===== config.mk =====
export PLATFORM = sky130hd
export DESIGN_NAME = long_press_button_monitor_top
export DESIGN_NICKNAME = d
export VERILOG_FILES = /design/src/lpbm_pkg.sv /design/src/long_press_button_monitor_top.sv /design/src/lpbm_core.sv /design/src/lpbm_obuf.sv
export VERILOG_INCLUDE_DIRS = /design/src /design/src/src
export SDC_FILE = /design/constraint.sdc
export NUM_CORES = 1
export LEC_CHECK = 0
export BUFFER_PORTS_ARGS = -buffer_cell sky130_fd_sc_hd__buf_4
export CORE_ASPECT_RATIO = 1.75
export CORE_MARGIN = 4
export CORE_UTILIZATION = 25
export CTS_CLUSTER_DIAMETER = 40
export DETAILED_ROUTE_END_ITERATION = 8
export PLACE_DENSITY = 0.53
export SLEW_MARGIN = 30
export SYNTH_ARGS = -nofsm -noshare
export SYNTH_HDL_FRONTEND = slang
export SYNTH_SLANG_ARGS = --single-unit

===== constraint.sdc =====
create_clock -name clk -period 4.6 [get_ports clk]
set_clock_uncertainty 0.15 [all_clocks]
set_input_delay 0.92 -clock clk [delete_from_list [all_inputs] [get_ports clk]]
set_output_delay 0.92 -clock clk [all_outputs]
set_load 0.01 [all_outputs]

===== src/long_press_button_monitor_top_defines.svh =====
// assertion macros shared by the button monitor rtl
// needs a clk and rst (synchronous, active high) in the including module
`ifndef LONG_PRESS_BUTTON_MONITOR_TOP_DEFINES_SVH
`define LONG_PRESS_BUTTON_MONITOR_TOP_DEFINES_SVH

// property that must hold at every edge outside reset
`define LPBM_ASSERT(label, prop, msg) \
  label: assert property (@(posedge clk) disable iff (rst) (prop)) else $error(msg);

// when ante holds, cons must hold in the next cycle
`define LPBM_ASSERT_NEXT(label, ante, cons, msg) \
  label: assert property (@(posedge clk) disable iff (rst) (ante) |=> (cons)) else $error(msg);

`endif


===== src/lpbm_pkg.sv =====
// shared types and codes for the long press button monitor
// no dependencies
package lpbm_pkg;

  localparam logic [1:0] LED_OFF  = 2'd0;
  localparam logic [1:0] LED_ON   = 2'd1;
  localparam logic [1:0] LED_FAST = 2'd2;

  localparam logic [2:0] OUT_DECIDING = 3'd0;
  localparam logic [2:0] OUT_NOT_HELD = 3'd1;
  localparam logic [2:0] OUT_SHORT    = 3'd2;
  localparam logic [2:0] OUT_RESTORE  = 3'd3;
  localparam logic [2:0] OUT_TOO_LONG = 3'd4;

  localparam logic [2:0] REG_BUTTON_PRESENT = 3'd0;
  localparam logic [2:0] REG_MIN_HOLD       = 3'd1;
  localparam logic [2:0] REG_MAX_HOLD       = 3'd2;
  localparam logic [2:0] REG_BLINK          = 3'd3;
  localparam logic [2:0] REG_PAUSE          = 3'd4;

  localparam logic        RST_BUTTON_PRESENT = 1'b1;
  localparam logic [31:0] RST_MIN_HOLD       = 32'd1000;
  localparam logic [31:0] RST_MAX_HOLD       = 32'd3000;
  localparam logic [15:0] RST_BLINK          = 16'd10;
  localparam logic [15:0] RST_PAUSE          = 16'd50;

  localparam int WORD_W = 6;

  typedef enum logic [2:0] {
    PH_FIRST = 3'b001,
    PH_HOLD  = 3'b010,
    PH_DONE  = 3'b100
  } phase_t;

  typedef struct packed {
    logic        button_present;
    logic [31:0] hold_min;
    logic [31:0] hold_max;
    logic [15:0] blink_len;
    logic [15:0] pause_len;
  } cfg_t;

  // packed low bit first: led_mode, outcome, finished
  typedef struct packed {
    logic       finished;
    logic [2:0] outcome;
    logic [1:0] led_mode;
  } result_t;

endpackage


===== src/long_press_button_monitor_top.sv =====
// top level of the long press button monitor: config registers, tick logic, output buffer
// depends on lpbm_pkg, lpbm_core and lpbm_obuf
//
// Boot-time reset button monitor. Every input word is one system tick with the sampled
// button level and gives exactly one result word: led drive, outcome code and a finished
// flag. A word is taken on every cycle while the two-word output buffer has room, so the
// block runs at one tick per clock; the tick logic is combinational compare and
// saturating-increment logic feeding that buffer. Back pressure on the output stalls the
// input only once both buffer words are occupied. Register writes go through wr_en,
// wr_index and wr_data and apply to the next accepted tick; indexes beyond the register
// list are ignored.
module long_press_button_monitor_top (
  input  logic        clk,
  input  logic        rst,
  input  logic        s_tvalid,
  output logic        s_tready,
  input  logic [7:0]  s_tdata,    // [0] button_pressed, [7:1] zero
  output logic        m_tvalid,
  input  logic        m_tready,
  output logic [7:0]  m_tdata,    // [1:0] led_mode, [4:2] outcome, [5] finished, [7:6] zero
  input  logic        wr_en,
  input  logic [2:0]  wr_index,
  input  logic [31:0] wr_data
);

  lpbm_pkg::cfg_t    cfg;
  lpbm_pkg::result_t result;
  logic              accept;
  logic [lpbm_pkg::WORD_W-1:0] buf_data;

  // configuration registers, written while the block is idle: a rule for the user, not enforced by the block
  always_ff @(posedge clk) begin
    if (rst) begin
      cfg.button_present <= lpbm_pkg::RST_BUTTON_PRESENT;
      cfg.hold_min       <= lpbm_pkg::RST_MIN_HOLD;
      cfg.hold_max       <= lpbm_pkg::RST_MAX_HOLD;
      cfg.blink_len      <= lpbm_pkg::RST_BLINK;
      cfg.pause_len      <= lpbm_pkg::RST_PAUSE;
    end else if (wr_en) begin
      unique case (wr_index)
        lpbm_pkg::REG_BUTTON_PRESENT: cfg.button_present <= wr_data[0];
        lpbm_pkg::REG_MIN_HOLD:       cfg.hold_min       <= wr_data;
        lpbm_pkg::REG_MAX_HOLD:       cfg.hold_max       <= wr_data;
        lpbm_pkg::REG_BLINK:          cfg.blink_len      <= wr_data[15:0];
        lpbm_pkg::REG_PAUSE:          cfg.pause_len      <= wr_data[15:0];
        default: begin
        end
      endcase
    end
  end

  // a tick is consumed whenever the result buffer can take its word
  assign accept = s_tvalid && s_tready;

  lpbm_core u_core (
    .clk            (clk),
    .rst            (rst),
    .accept         (accept),
    .button_pressed (s_tdata[0]),
    .cfg            (cfg),
    .result         (result)
  );

  lpbm_obuf u_obuf (
    .clk      (clk),
    .rst      (rst),
    .in_valid (s_tvalid),
    .in_ready (s_tready),
    .in_data  (result),
    .m_tvalid (m_tvalid),
    .m_tready (m_tready),
    .m_tdata  (buf_data)
  );

  assign m_tdata = {2'b00, buf_data};

endmodule


===== src/lpbm_core.sv =====
// hold tracking and blink sequencing, one tick per accepted word
// depends on lpbm_pkg
module lpbm_core (
  input  logic              clk,
  input  logic              rst,
  input  logic              accept,
  input  logic              button_pressed,
  input  lpbm_pkg::cfg_t    cfg,
  output lpbm_pkg::result_t result
);

  lpbm_pkg::phase_t phase, phase_next;
  logic [31:0] elapsed_ticks, elapsed_ticks_next, elapsed_inc;
  logic [15:0] since_step, since_step_next, since_inc, phase_len;
  logic [1:0]  blink_phase, blink_phase_next, pattern_step;
  logic [1:0]  led_state, led_state_next;
  logic [2:0]  final_outcome, final_outcome_next;

  // saturating counters
  assign elapsed_inc  = elapsed_ticks + 32'(~&elapsed_ticks);
  assign since_inc    = since_step + 16'(~&since_step);
  assign phase_len    = (blink_phase == 2'd3) ? cfg.pause_len : cfg.blink_len;
  assign pattern_step = blink_phase + 2'd1;

  always_comb begin
    phase_next         = phase;
    elapsed_ticks_next = elapsed_ticks;
    since_step_next    = since_step;
    blink_phase_next   = blink_phase;
    led_state_next     = led_state;
    final_outcome_next = final_outcome;
    unique case (phase)
      lpbm_pkg::PH_FIRST: begin
        if (!cfg.button_present || !button_pressed) begin
          final_outcome_next = lpbm_pkg::OUT_NOT_HELD;
          phase_next         = lpbm_pkg::PH_DONE;
        end else begin
          led_state_next     = lpbm_pkg::LED_ON;
          elapsed_ticks_next = '0;
          since_step_next    = '0;
          blink_phase_next   = '0;
          final_outcome_next = lpbm_pkg::OUT_DECIDING;
          phase_next         = lpbm_pkg::PH_HOLD;
        end
      end
      lpbm_pkg::PH_HOLD: begin
        elapsed_ticks_next = elapsed_inc;
        since_step_next    = since_inc;
        if (!button_pressed) begin
          phase_next = lpbm_pkg::PH_DONE;
          if (elapsed_inc >= cfg.hold_min) begin
            led_state_next     = lpbm_pkg::LED_FAST;
            final_outcome_next = lpbm_pkg::OUT_RESTORE;
          end else begin
            led_state_next     = lpbm_pkg::LED_ON;
            final_outcome_next = lpbm_pkg::OUT_SHORT;
          end
        end else if (elapsed_inc > cfg.hold_max) begin
          final_outcome_next = lpbm_pkg::OUT_TOO_LONG;
          phase_next         = lpbm_pkg::PH_DONE;
        end else if (since_inc >= phase_len) begin
          // even steps of the pattern light the led
          blink_phase_next = pattern_step;
          led_state_next   = pattern_step[0] ? lpbm_pkg::LED_OFF : lpbm_pkg::LED_ON;
          since_step_next  = '0;
        end
      end
      lpbm_pkg::PH_DONE: begin
      end
      default: begin
        phase_next = lpbm_pkg::PH_DONE;
      end
    endcase
  end

  assign result.led_mode = led_state_next;
  assign result.outcome  = final_outcome_next;
  assign result.finished = (phase_next == lpbm_pkg::PH_DONE);

  always_ff @(posedge clk) begin
    if (rst) begin
      phase         <= lpbm_pkg::PH_FIRST;
      elapsed_ticks <= '0;
      since_step    <= '0;
      blink_phase   <= '0;
      led_state     <= lpbm_pkg::LED_OFF;
      final_outcome <= lpbm_pkg::OUT_DECIDING;
    end else if (accept) begin
      phase         <= phase_next;
      elapsed_ticks <= elapsed_ticks_next;
      since_step    <= since_step_next;
      blink_phase   <= blink_phase_next;
      led_state     <= led_state_next;
      final_outcome <= final_outcome_next;
    end
  end

endmodule


===== src/lpbm_obuf.sv =====
// two-word result buffer between the tick logic and the output stream
// depends on lpbm_pkg and the shared assertion macros
`include "long_press_button_monitor_top_defines.svh"

module lpbm_obuf (
  input  logic                          clk,
  input  logic                          rst,
  input  logic                          in_valid,
  output logic                          in_ready,
  input  logic [lpbm_pkg::WORD_W-1:0]   in_data,
  output logic                          m_tvalid,
  input  logic                          m_tready,
  output logic [lpbm_pkg::WORD_W-1:0]   m_tdata
);

  logic [lpbm_pkg::WORD_W-1:0] mem [2];
  logic       wr_ptr, rd_ptr;
  logic [1:0] count;
  logic       push, pop;

  assign in_ready = (count != 2'd2);
  assign m_tvalid = (count != 2'd0);
  assign m_tdata  = mem[rd_ptr];
  assign push     = in_valid && in_ready;
  assign pop      = m_tvalid && m_tready;

  always_ff @(posedge clk) begin
    if (push) begin
      mem[wr_ptr] <= in_data;
    end
  end

  always_ff @(posedge clk) begin
    if (rst) begin
      wr_ptr <= 1'b0;
      rd_ptr <= 1'b0;
      count  <= 2'd0;
    end else begin
      if (push) begin
        wr_ptr <= ~wr_ptr;
      end
      if (pop) begin
        rd_ptr <= ~rd_ptr;
      end
      count <= count + 2'(push) - 2'(pop);
    end
  end

  `LPBM_ASSERT(a_count_range, count != 2'd3, "result buffer count out of range")
  `LPBM_ASSERT(a_ptr_track, (count == 2'd1) == (wr_ptr != rd_ptr), "buffer pointers disagree with count")
  `LPBM_ASSERT_NEXT(a_push_only, push && !pop, count == $past(count) + 2'd1, "push lost in buffer")

endmodule

==> run summary <==
Crit Path Category -> reg2reg
Vias per cell -> 4.84
Final period utilization -> 99.3%
Setup TNS -> 0 ps
Worst-path clk slew -> 70 ps
Final min period -> 4570 ps
Critical path depth in cells -> 22
Htree depth -> 4
Die width -> 156 um
Syn-to-layout area delta -> 25.8%
Synth warn -> 0
Final WL -> 29300 um
Initial Utilization -> 25.3%
Cell Pwr Density -> 294 nW/um2
Wire per inst -> 16.3 um
Sequential cell area fraction in the yosys report -> 37.4%
Layout cells sized above 1 -> 19.9%
Crit path launch type -> flip-flop
IO Count -> 58
CTS root buf -> clkbuf_16
Min-Delay Path Class -> reg2reg
FF+latch count, synth -> 172
CP max stage delay -> 550 ps
Unrepaired setup endpoints after global routing -> true
Largest net degree at the start of global routing -> 89
Multi-input gate area -> 5730 um2
Dpl hpwl -> 21800 um
Maxcap violations -> 0
Routed Antenna Nets -> 0
Post-route cell area -> 12000 um2
Reg area -> 3570 um2
Row cnt -> 94
Top_reg_cell synth -> dfxtp_1
RR Startpoint -> u_core.elapsed_ticks[26]$_SDFFE_PP0P_
Maximum vdd drop -> 0.226 mV
Core Box Area -> 37600 um2
GRT overflow -> 0
CP required -> 4640 ps
Status -> complete, no violations
Crit end category -> flip-flop
Worst-Margin Slew -> 910 ps
Mapped Cells -> 1195
DP Area -> 11000 um2
Top delay family on crit path -> simple AND/OR/NAND/NOR gates
CP Cell Sequence -> and3_4 -> nand3_2 -> nor3_4 -> nand3_2 -> ha_4 -> nand3_4 -> nor4_4 -> and2_4 -> and3_4 -> nand3_2 -> xnor2_1 -> buf_4 -> ha_1 -> nand4_1 -> nor3_2 -> a22o_1 -> or4b_4 -> buf_8 -> nand2_1 -> buf_6 -> o41ai_4 -> a22o_1
Die Y -> 266 um
Post-synth EDFFs -> 12
Reg2reg setup slack -> 30 ps
Slew Limit Fails -> 0
Vias post-DR -> 8718
Synth Cell Area -> 9530 um2
Fin util -> 31.9%
Routability cong. -> 0.833
Crit-path max FO -> 7
Crit path buf inv count -> 3
Layout Nets -> 1443
DR iter-0 viols -> 368
Synth top cells by count -> nand2_1, dfxtp_1, a21oi_1
Drt pass-1 iters -> 5
Global-route usage over all layers -> 14.1%
Yosys top cell area share -> 33.6%
Fraction of registers with async set/reset -> 0%
Most numerous cell on the critical path -> nand3_2
Syn avg cell area -> 7.98 um2
Initial antenna violation count -> 0
CTS tree -> built
CTS Buf Count -> 17
Port Buffers -> 48
# clock sinks -> 172
Slew HR -> 39.3%
Skew-Pair Late Insertion Delay -> 450 ps
Worst reg2reg path depth -> 22
Final setup vio count -> 0
CP arrival -> 4600 ps
Cts hold-fix bufs -> 0
Ant diodes -> 0
Fill count -> 3978
RR Endpoint -> u_obuf.mem[1][4]$_DFFE_PP_
Die area -> 41400 um2
Crit-path slowest cell -> or4b_4
Vias in the first global route -> 8711
Critical Path Start -> u_core.elapsed_ticks[26]$_SDFFE_PP0P_
Cell with the most instances after synthesis -> nand2_1
Synth cell types -> 65
First-pass GRT wire length -> 45600 um
Area leader, netlist -> dfxtp_1
Peak Freq -> 0.219 GHz
Synth top area cells -> dfxtp_1, ha_1, nand2_1
CP Capture Point -> u_obuf.mem[1][4]$_DFFE_PP_
Leakage -> 4.82 nW
# DRC -> 0
WHS -> 303 ps
Clock Path Buffers -> 2
Fin. Hold Viols -> 0
==> cell usage in the layout, fill, tap and decap left out, types with 5 or more instances in the layout <==
master,instances
dfxtp_1,155
xnor2_1,27
edfxtp_1,12
o211ai_1,17
a211oi_1,5
or2_2,6
a22oi_1,17
mux2i_1,19
and3_1,7
clkbuf_16,17
o21ai_1,6
o21ai_0,29
xor2_1,13
and3_4,6
nor3_1,10
or3_1,7
buf_4,153
nor2_1,80
mux2_2,7
a21oi_1,130
inv_1,79
nand3_1,30
nand2_1,244
nand4_1,20
nand3_2,6
nor4_1,6
a31oi_1,6
a32oi_1,8
nand2b_1,7
ha_1,84
==> report_power, final <==
group / switching (mW) / internal, mW / leakage [nW] / total (mW)
logic: 0.266 / 0.191 / 3.12 / 0.457
registers: 0.0458 / 1.58 / 1.41 / 1.62
clock network: 0.675 / 0.768 / 0.285 / 1.44
==> worst min path at each step <==
stage / from / to / slack, ps / cells past startpoint
3_5_place_dp: cfg[23]$_SDFFE_PP0P_ / cfg[23]$_SDFFE_PP0P_ / 300 / 2
5_1_grt: cfg[33]$_SDFFE_PP0P_ / cfg[33]$_SDFFE_PP0P_ / 320 / 2
4_1_cts: cfg[18]$_SDFFE_PP0P_ / cfg[18]$_SDFFE_PP0P_ / 310 / 2
6_report: cfg[18]$_SDFFE_PP0P_ / cfg[18]$_SDFFE_PP0P_ / 300 / 2
2_1_floorplan: cfg[0]$_SDFFE_PP0P_ / cfg[0]$_SDFFE_PP0P_ / 280 / 2
3_3_place_gp: cfg[0]$_SDFFE_PP0P_ / cfg[0]$_SDFFE_PP0P_ / 290 / 2
==> per-stage QoR <==
step | total power, mW | cells | setup WS [ps]
2_1_floorplan | 1.92 | 1196 | 14.6
3_5_place_dp | 2.10 | 1766 | -355
3_3_place_gp | 2.09 | 1766 | -251
6_report | 3.52 | 1801 | 32.9
4_1_cts | 3.56 | 1800 | 4.19
5_1_grt | 3.67 | 1801 | -193
==> worst reg2reg max path: stages, from the launching register on <==
cell	delay, ps
dfxtp_2	330
and3_4	200
nand3_2	90
nor3_4	40
nand3_2	100
ha_4	160
nand3_4	90
nor4_4	290
and2_4	200
and3_4	210
nand3_2	90
xnor2_1	130
buf_4	160
ha_1	290
nand4_1	190
nor3_2	70
a22o_1	250
or4b_4	550
buf_8	160
nand2_1	140
buf_6	140
o41ai_4	70
a22o_1	200
==> logic make-up (layout without fill, tap and decap cells) <==
kind of cell | count (synthesis) | in the layout | share of synthesized area, %
multiplexers | 26 | 26 | 2.82
other | 1 | 2 | 0.0393
buffers and inverters | 146 | 270 | 5.97
AO/OA/AOI/OAI | 260 | 261 | 16.7
XOR/XNOR | 47 | 47 | 4.32
adder cells (fa/ha/maj) | 87 | 87 | 11.4
flip-flops | 172 | 172 | 37.4
AND/OR/NAND/NOR | 456 | 456 | 21.3
==> sequential cells by signal, summed over array words and instances (netlist names), 2 cells and up, named ones only <==
signal,flops
cfg,97
u_obuf.count,2
u_core.since_step,16
u_core.phase,3
u_core.elapsed_ticks,32
u_core.blink_phase,2
u_core.final_outcome,3
u_core.led_state,2
u_obuf.mem,12
==> layer usage <==
layer | track usage (%) | up-vias | part of all wire (%)
met5 | 0 | - | 0
met4 | 11.0 | 0 | 8.1
met3 | 1.92 | 90 | 2.1
met2 | 26.7 | 158 | 54
met1 | 13.4 | 4133 | 35
li1 | - | 4337 | -
==> repair_timing <==
item,in CTS,in global routing
resized for setup,40,26
cloned,1,0
buffers inserted,1,1
setup endpoints to repair,37,37
pin swaps,26,32
==> area by class of cell <==
type / instances / area share (%)
clock buffer: 18 / 3.58
timing repair buffer: 158 / 10.1
inverter: 80 / 2.50
multi-input combinational: 879 / 47.8
clock inverter: 14 / 1.29
tap: 480 / 5.01
sequential: 172 / 29.8
(Power assumes the default switching activity.)
